## src/hw/rtl/eulrot_pkg.sv

```systemverilog
// shared types, constants and helpers of the euler three-axis vector rotation
package eulrot_pkg;

  localparam int unsigned ANGLE_BITS_DEF = 16;
  localparam int unsigned CFG_W          = 16;
  localparam int unsigned IDX_W          = 3;
  localparam int unsigned IN_W           = 18;
  localparam int unsigned COMP_W         = 22;
  localparam int unsigned COEF_W         = 32;
  localparam int unsigned PROD_W         = COMP_W + COEF_W;
  localparam int unsigned DATA_W         = 56;

  localparam logic [63:0] ONE_Q30    = 64'd1 << 30;
  localparam logic [63:0] HALF_Q30   = 64'd1 << 29;
  localparam logic [31:0] HALFPI_Q30 = 32'd1686629713;

  localparam logic signed [IN_W-1:0] OUT_MAX = 18'sd131071;
  localparam logic signed [IN_W-1:0] OUT_MIN = -18'sd131072;

  typedef enum logic [1:0] {
    AX_X    = 2'd0,
    AX_Y    = 2'd1,
    AX_Z    = 2'd2,
    AX_NONE = 2'd3
  } axis_e;

  typedef enum logic [IDX_W-1:0] {
    REG_FIRST_ANGLE  = 3'd0,
    REG_SECOND_ANGLE = 3'd1,
    REG_THIRD_ANGLE  = 3'd2,
    REG_FIRST_AXIS   = 3'd3,
    REG_SECOND_AXIS  = 3'd4,
    REG_THIRD_AXIS   = 3'd5
  } reg_idx_e;

  typedef enum logic [3:0] {
    SC_IDLE,
    SC_LOAD,
    SC_X,
    SC_X2MUL,
    SC_X2,
    SC_HMUL,
    SC_DIVINIT,
    SC_DIV,
    SC_TUPD,
    SC_SMUL,
    SC_S,
    SC_CMUL,
    SC_C
  } sc_state_e;

  typedef logic signed [COMP_W-1:0] comp_t;

  typedef struct packed {
    logic signed [COMP_W-1:0] x;
    logic signed [COMP_W-1:0] y;
    logic signed [COMP_W-1:0] z;
  } vec_t;

  typedef struct packed {
    logic signed [COEF_W-1:0] sn;
    logic signed [COEF_W-1:0] cs;
  } coef_t;

  // taylor term divisor: sine (2n)(2n+1), cosine (2n-1)(2n)
  function automatic logic [7:0] term_div(input logic is_cos, input logic [3:0] n);
    logic [7:0] e;
    e = {3'b000, n, 1'b0};
    return is_cos ? 8'((e - 8'd1) * e) : 8'(e * (e + 8'd1));
  endfunction

  // low word of ceil(2^sh / d), the top bit 2^32 being implied
  function automatic logic [31:0] recip_of(input int unsigned d, input int unsigned sh);
    return 32'(((64'd1 << sh) + 64'(d) - 64'd1) / 64'(d));
  endfunction

  // reciprocal of a taylor divisor, exact floor for any 32-bit dividend
  function automatic logic [31:0] recip_lo(input logic [7:0] d);
    logic [31:0] lo;
    unique case (d)
      8'd6:    lo = recip_of(6, 35);
      8'd12:   lo = recip_of(12, 36);
      8'd20:   lo = recip_of(20, 37);
      8'd30:   lo = recip_of(30, 37);
      8'd42:   lo = recip_of(42, 38);
      8'd56:   lo = recip_of(56, 38);
      8'd72:   lo = recip_of(72, 39);
      8'd90:   lo = recip_of(90, 39);
      8'd110:  lo = recip_of(110, 39);
      8'd132:  lo = recip_of(132, 40);
      8'd156:  lo = recip_of(156, 40);
      8'd182:  lo = recip_of(182, 40);
      8'd210:  lo = recip_of(210, 40);
      8'd240:  lo = recip_of(240, 40);
      default: lo = '0;
    endcase
    return lo;
  endfunction

  // shift matching recip_lo: 32 plus the bits of the divisor
  function automatic logic [5:0] recip_sh(input logic [7:0] d);
    logic [5:0] sh;
    unique case (d)
      8'd6:                   sh = 6'd35;
      8'd12:                  sh = 6'd36;
      8'd20, 8'd30:           sh = 6'd37;
      8'd42, 8'd56:           sh = 6'd38;
      8'd72, 8'd90, 8'd110:   sh = 6'd39;
      default:                sh = 6'd40;
    endcase
    return sh;
  endfunction

endpackage

```

## src/hw/rtl/eulrot_sincos.sv

```systemverilog
// sequential sine and cosine unit for the three rotation angles
module eulrot_sincos #(
  parameter int unsigned ANGLE_BITS = eulrot_pkg::ANGLE_BITS_DEF
) (
  input  logic                   clk_i,
  input  logic                   rst_ni,
  input  logic                   start_i,
  input  logic [ANGLE_BITS-1:0]  angle_i [3],
  output logic                   busy_o,
  output eulrot_pkg::coef_t      coef_o [3]
);

  eulrot_pkg::sc_state_e state_q, state_d;
  logic [1:0]  idx_q, idx_d;
  logic [31:0] x_q, x_d, x2_q, x2_d, div_q, div_d, mul_a, mul_b;
  logic [30:0] t_q, t_d, s_q, s_d;
  logic [3:0]  n_q, n_d;
  logic        cos_q, cos_d;
  logic [7:0]  k_q, k_d;
  logic [63:0] prod_q, rnd;
  logic [31:0] phase, m, quo;
  logic [64:0] qsum;
  logic [30:0] h, c_val;
  logic signed [31:0] sp, cp;
  eulrot_pkg::coef_t coef_q [3];

  assign phase  = 32'(angle_i[idx_q]) << (32 - ANGLE_BITS);
  assign rnd    = prod_q + eulrot_pkg::HALF_Q30;
  assign m      = prod_q[61:30];
  // quotient by reciprocal: dividend times (2^32 + low word), then shifted
  assign qsum   = {1'b0, prod_q} + {1'b0, div_q, 32'd0};
  assign quo    = 32'(qsum >> eulrot_pkg::recip_sh(k_q));
  assign h      = m[31:1];
  assign c_val  = (h >= 31'(eulrot_pkg::ONE_Q30)) ? 31'd0 : 31'(eulrot_pkg::ONE_Q30) - h;
  assign sp     = 32'(s_q);
  assign cp     = 32'(c_val);
  assign busy_o = state_q != eulrot_pkg::SC_IDLE;
  assign coef_o = coef_q;

  always_comb begin
    mul_a = x2_q;
    mul_b = 32'(t_q);
    unique case (state_q)
      eulrot_pkg::SC_LOAD: begin
        mul_a = {2'b00, phase[29:0]};
        mul_b = eulrot_pkg::HALFPI_Q30;
      end
      eulrot_pkg::SC_X2MUL: begin
        mul_a = x_q;
        mul_b = x_q;
      end
      eulrot_pkg::SC_DIV: begin
        mul_a = div_q;
        mul_b = eulrot_pkg::recip_lo(k_q);
      end
      eulrot_pkg::SC_SMUL: begin
        mul_a = x_q;
      end
      default: ;
    endcase
  end

  // next state
  always_comb begin
    state_d = state_q;
    unique case (state_q)
      eulrot_pkg::SC_IDLE:    if (start_i) state_d = eulrot_pkg::SC_LOAD;
      eulrot_pkg::SC_LOAD:    state_d = eulrot_pkg::SC_X;
      eulrot_pkg::SC_X:       state_d = eulrot_pkg::SC_X2MUL;
      eulrot_pkg::SC_X2MUL:   state_d = eulrot_pkg::SC_X2;
      eulrot_pkg::SC_X2:      state_d = eulrot_pkg::SC_HMUL;
      eulrot_pkg::SC_HMUL:    state_d = eulrot_pkg::SC_DIVINIT;
      eulrot_pkg::SC_DIVINIT: state_d = eulrot_pkg::SC_DIV;
      eulrot_pkg::SC_DIV:     state_d = eulrot_pkg::SC_TUPD;
      eulrot_pkg::SC_TUPD: begin
        if (!cos_q && n_q == 4'd1) state_d = eulrot_pkg::SC_SMUL;
        else if (cos_q && n_q == 4'd2) state_d = eulrot_pkg::SC_CMUL;
        else state_d = eulrot_pkg::SC_HMUL;
      end
      eulrot_pkg::SC_SMUL:    state_d = eulrot_pkg::SC_S;
      eulrot_pkg::SC_S:       state_d = eulrot_pkg::SC_HMUL;
      eulrot_pkg::SC_CMUL:    state_d = eulrot_pkg::SC_C;
      eulrot_pkg::SC_C:       state_d = (idx_q == 2'd2) ? eulrot_pkg::SC_IDLE
                                                        : eulrot_pkg::SC_LOAD;
      default:                state_d = eulrot_pkg::SC_IDLE;
    endcase
    if (start_i) state_d = eulrot_pkg::SC_LOAD;
  end

  // datapath
  always_comb begin
    idx_d = idx_q;
    x_d   = x_q;
    x2_d  = x2_q;
    t_d   = t_q;
    s_d   = s_q;
    n_d   = n_q;
    cos_d = cos_q;
    k_d   = k_q;
    div_d = div_q;
    unique case (state_q)
      eulrot_pkg::SC_X:  x_d = rnd[61:30];
      eulrot_pkg::SC_X2: begin
        x2_d  = rnd[61:30];
        t_d   = 31'(eulrot_pkg::ONE_Q30);
        n_d   = 4'd7;
        cos_d = 1'b0;
      end
      eulrot_pkg::SC_DIVINIT: begin
        div_d = m;
        k_d   = eulrot_pkg::term_div(cos_q, n_q);
      end
      eulrot_pkg::SC_TUPD: begin
        t_d = 31'(eulrot_pkg::ONE_Q30 - 64'(quo));
        n_d = n_q - 4'd1;
      end
      eulrot_pkg::SC_S: begin
        s_d   = (m > 32'(eulrot_pkg::ONE_Q30)) ? 31'(eulrot_pkg::ONE_Q30) : m[30:0];
        t_d   = 31'(eulrot_pkg::ONE_Q30);
        n_d   = 4'd8;
        cos_d = 1'b1;
      end
      eulrot_pkg::SC_C: idx_d = idx_q + 2'd1;
      default: ;
    endcase
    if (start_i) idx_d = 2'd0;
  end

  always_ff @(posedge clk_i or negedge rst_ni) begin
    if (!rst_ni) begin
      state_q <= eulrot_pkg::SC_IDLE;
      idx_q   <= 2'd0;
      for (int i = 0; i < 3; i++) begin
        coef_q[i].sn <= '0;
        coef_q[i].cs <= 32'(eulrot_pkg::ONE_Q30);
      end
    end else begin
      state_q <= state_d;
      idx_q   <= idx_d;
      if (state_q == eulrot_pkg::SC_C && !start_i) begin
        unique case (phase[31:30])
          2'd0: begin coef_q[idx_q].sn <= sp;  coef_q[idx_q].cs <= cp;  end
          2'd1: begin coef_q[idx_q].sn <= cp;  coef_q[idx_q].cs <= -sp; end
          2'd2: begin coef_q[idx_q].sn <= -sp; coef_q[idx_q].cs <= -cp; end
          default: begin coef_q[idx_q].sn <= -cp; coef_q[idx_q].cs <= sp; end
        endcase
      end
    end
  end

  always_ff @(posedge clk_i) begin
    prod_q <= 64'(mul_a) * 64'(mul_b);
    x_q    <= x_d;
    x2_q   <= x2_d;
    t_q    <= t_d;
    s_q    <= s_d;
    n_q    <= n_d;
    cos_q  <= cos_d;
    k_q    <= k_d;
    div_q  <= div_d;
  end

endmodule

```

## config.mk

```make
export PLATFORM = sky130hd
export DESIGN_NAME = eulrot_sincos
export DESIGN_NICKNAME = d
export VERILOG_FILES = /design/src/hw/rtl/eulrot_pkg.sv /design/src/hw/rtl/eulrot_sincos.sv
export SDC_FILE = /design/constraint.sdc
export NUM_CORES = 2
export LEC_CHECK = 0
export BUFFER_PORTS_ARGS = -buffer_cell sky130_fd_sc_hd__buf_2
export CORE_MARGIN = 1.5
export CORE_UTILIZATION = 55
export DETAILED_ROUTE_END_ITERATION = 7
export PLACE_DENSITY_LB_ADDON = 0.08
export SETUP_SLACK_MARGIN = 0.2
export SLEW_MARGIN = 10
export SYNTH_ARGS = -nofsm -noshare
export SYNTH_HDL_FRONTEND = slang
export SYNTH_SLANG_ARGS = --single-unit
```

## constraint.sdc

```tcl
create_clock -name clk_i -period 22.9 [get_ports clk_i]
set_input_delay 4.58 -clock clk_i [delete_from_list [all_inputs] [get_ports clk_i]]
set_output_delay 4.58 -clock clk_i [all_outputs]
set_load 0.01 [all_outputs]
```

==> qor.csv <==
stage,metric,value,unit
sta,Max Slew Vio Count,0,
sta,Final Hold Fails,0,
global_route,vias in the first global route,47926,
critical_path,r2r startpoint,k_q[3],
routing,routed vias,47754,
placement,# port buffers,243,
critical_path,Critical path buffers and inverters,4,
critical_path,signal arrival time at the worst endpoint,13.53,ns
global_route,first-pass GRT wire length,300,mm
sta,Max transition margin,13.1,%
critical_path,CP required,23.37,ns
yosys,largest family of logic cells by synthesized area,adder cells,
yosys,Post-synth ARST share,49.1,%
critical_path,Critical R2R Capture,prod_q[58],
yosys,syn nets,7714,
global_route,initial antenna violation count,3,
min_path,hold path depth,2,
cts,CTS Buffer Depth,3,
placement,dpl cells,7811,
cells_and_area,fraction of layout cells with a size suffix above 1,9.88,%
sta,Setup TNS,0,ns
run_status,status,completed,
critical_path,max incr delay on CP,0.87,ns
yosys,Post-Synth Adder-Cell Area,39.0,%
yosys,count of cell types in the netlist,110,
yosys,synth top area cells,"fa_1 32%, edfxtp_1 9.0%, dfrtp_1 8.6%",
critical_path,R2R depth,30,
cts,Clock Sinks,403,
sta,Worst Slack Setup Final,9.85,ns
min_path,hold crit path type,register to register,
cells_and_area,Util after Layout,59.7,%
routing,Residual DRC,0,
cells_and_area,"Net count, final",7764,
routing,routed vias/inst,6.05,
cts,Post-CTS Hold Fix Bufs,0,
floorplanning,die height,324,µm
floorplanning,I/O pin total,244,
yosys,top post-synthesis cells by count,"983 x nand2_1, 917 x inv_1, 905 x fa_1, 780 x nor2_1, 327 x clkbuf_1",
sta,min Tclk post-route,13.05,ns
cts,H-tree levels,2,
cells_and_area,non-filler instance count after layout,7891,
cells_and_area,Synth-to-Final Area Change,7.36,%
floorplanning,Initial Util,55.6,%
placement,post-DP HPWL,152,mm
sta,Worst Clk Skew,0.0208,ns
cts,total setup buffers inserted after CTS,0,
yosys,Yosys reg bits,403,
placement,RePlAce Congestion,1.00,
routing,final WL,200,mm
global_route,Total GRT Usage,38.5,%
yosys,Mapped Cells,6438,
routing,Starting DRT DRC Count,4940,
sta,RSZ-0062 raised after global routing,false,
global_route,GRT Residual Overflow,0,
floorplanning,core area,0.102,mm²
sta,fmax,76.6,MHz
yosys,post-synthesis simple-gate area fraction,17.8,%
placement,dpl ws,9.27,ns
yosys,XOR/XNOR Fraction of Synth Area,3.19,%
yosys,number of synthesized flops with an enable pin,170,
cts,"Clk pin slew, worst setup/hold paths",0.06,ns
yosys,compound-gate portion of the synthesized area,10.5,%
yosys,post-synthesis mux area share,1.78,%
critical_path,crit start category,primary input,
critical_path,Crit Path Category,primary input to register,
floorplanning,row cnt,117,
flow_run,max cap viols,0,
cts,TritonCTS clock tree,yes,
critical_path,Setup crit end kind,register,
sta,Worst Tran Pin Value,1.27,ns
yosys,syn avg cell area,8.81,µm²
routing,"antenna viol nets, final",0,
yosys,register area share after synthesis,19.0,%
cells_and_area,Fillers,9184,
cts,Num CTS Buffers,41,
cts,cts repair resizes,0,
floorplanning,Die ar.,0.105,mm²
critical_path,most used cell along the critical path,fa_1,
floorplanning,Die W,324,µm
routing,wire per inst,25.3,µm
yosys,YS warnings,0,
yosys,"count leader, synth",nand2_1,
yosys,Most used DFF post-synth,dfrtp_1,
critical_path,slowest CP cell,and4_1,
critical_path,crit-path leading delay family,adder cells,
global_route,largest net degree at the start of global routing,97,
critical_path,register-to-register setup slack,11.26,ns
cts,worst skew pair latency,0.59,ns
sta,final cycle utilization of the critical path,57.0,%
critical_path,worst-path fanout max,19,
routing,first drt pass iteration count,8,
yosys,top cell type's share of synthesized area,32.0,%
sta,final setup vio count,0,
cts,CTS root buf,clkbuf_16,
yosys,post-synthesis cell area,0.0567,mm²
yosys,Synth area leader,fa_1,
cell families after synthesis:
| logic type | count (synthesis) |
|---|---|
| XOR/XNOR | 203 |
| AND/OR/NAND/NOR | 2304 |
| AO/OA/AOI/OAI | 906 |
| flip-flops | 403 |
| buffers and inverters | 1305 |
| multiplexers | 92 |
| adder cells (fa/ha/maj) | 1225 |
layer usage:
metal | vias up | GRT usage (%) | routed length [µm]
li1 | 20711 | - | -
met1 | 23876 | 50.5 | 76400
met2 | 2628 | 58.6 | 88200
met3 | 535 | 10.1 | 22600
met4 | 4 | 20.6 | 12600
met5 | - | 0 | 25
layout make-up:
type	count	area (µm²)	share of cell area, %
clock buffer	54	1160	1.90
clock inverter	21	198	0.325
multi-input combinational	4730	41200	67.7
antenna	3	7.51	0.0123
inverter	918	3450	5.66
sequential	403	10800	17.7
tap	1368	1710	2.81
timing repair buffer	394	2360	3.87
how the worst max path moves through the flow:
stage / end / start / cells after the start
after floorplan: prod_q[60] / angle_i[19] / 29
after global placement: prod_q[63] / angle_i[18] / 29
after detailed placement: prod_q[58] / angle_i[18] / 28
after CTS: prod_q[58] / angle_i[18] / 28
after global routing: prod_q[60] / angle_i[18] / 29
final: prod_q[58] / angle_i[18] / 28
tightest hold or removal path: stages, from the launching register on:
cell	delay [ns]
dfrtp_1	0.34
nand2_1	0.05
nand2_1	0.06
stage by stage:
| step | cell area, µm² | hold slack [ns] |
|---|---|---|
| floorplan | 56700 | 0.432 |
| CTS | 60800 | 0.474 |
| global placement | 59500 | 0.455 |
| global route | 60900 | 0.492 |
| finish | 60900 | 0.473 |
| detailed placement | 59500 | 0.458 |
layout by cell type (no fill, tap or decap), types with 22 or more instances in the layout:
| master | n |
|---|---|
| a211oi_1 | 27 |
| a21o_1 | 56 |
| a21oi_1 | 221 |
| a22oi_1 | 31 |
| a31oi_1 | 26 |
| and2_1 | 57 |
| and3_1 | 59 |
| buf_2 | 242 |
| buf_4 | 149 |
| clkbuf_16 | 43 |
| dfrtp_1 | 195 |
| dfxtp_1 | 35 |
| edfxtp_1 | 170 |
| fa_1 | 905 |
| ha_1 | 320 |
| inv_1 | 917 |
| mux2_2 | 58 |
| mux2i_1 | 31 |
| nand2_1 | 982 |
| nand2b_1 | 56 |
| nand3_1 | 78 |
| nand4_1 | 37 |
| nor2_1 | 777 |
| nor2b_1 | 29 |
| nor3_1 | 70 |
| nor4_1 | 23 |
| o211ai_1 | 22 |
| o21a_1 | 33 |
| o21ai_0 | 220 |
| o21ai_1 | 23 |
| or3_1 | 24 |
| xnor2_1 | 131 |
| xor2_1 | 69 |
Power is left out: the tool's default activity adds up to more than one toggle a clock period on the data nets, which glitch-free logic cannot reach.
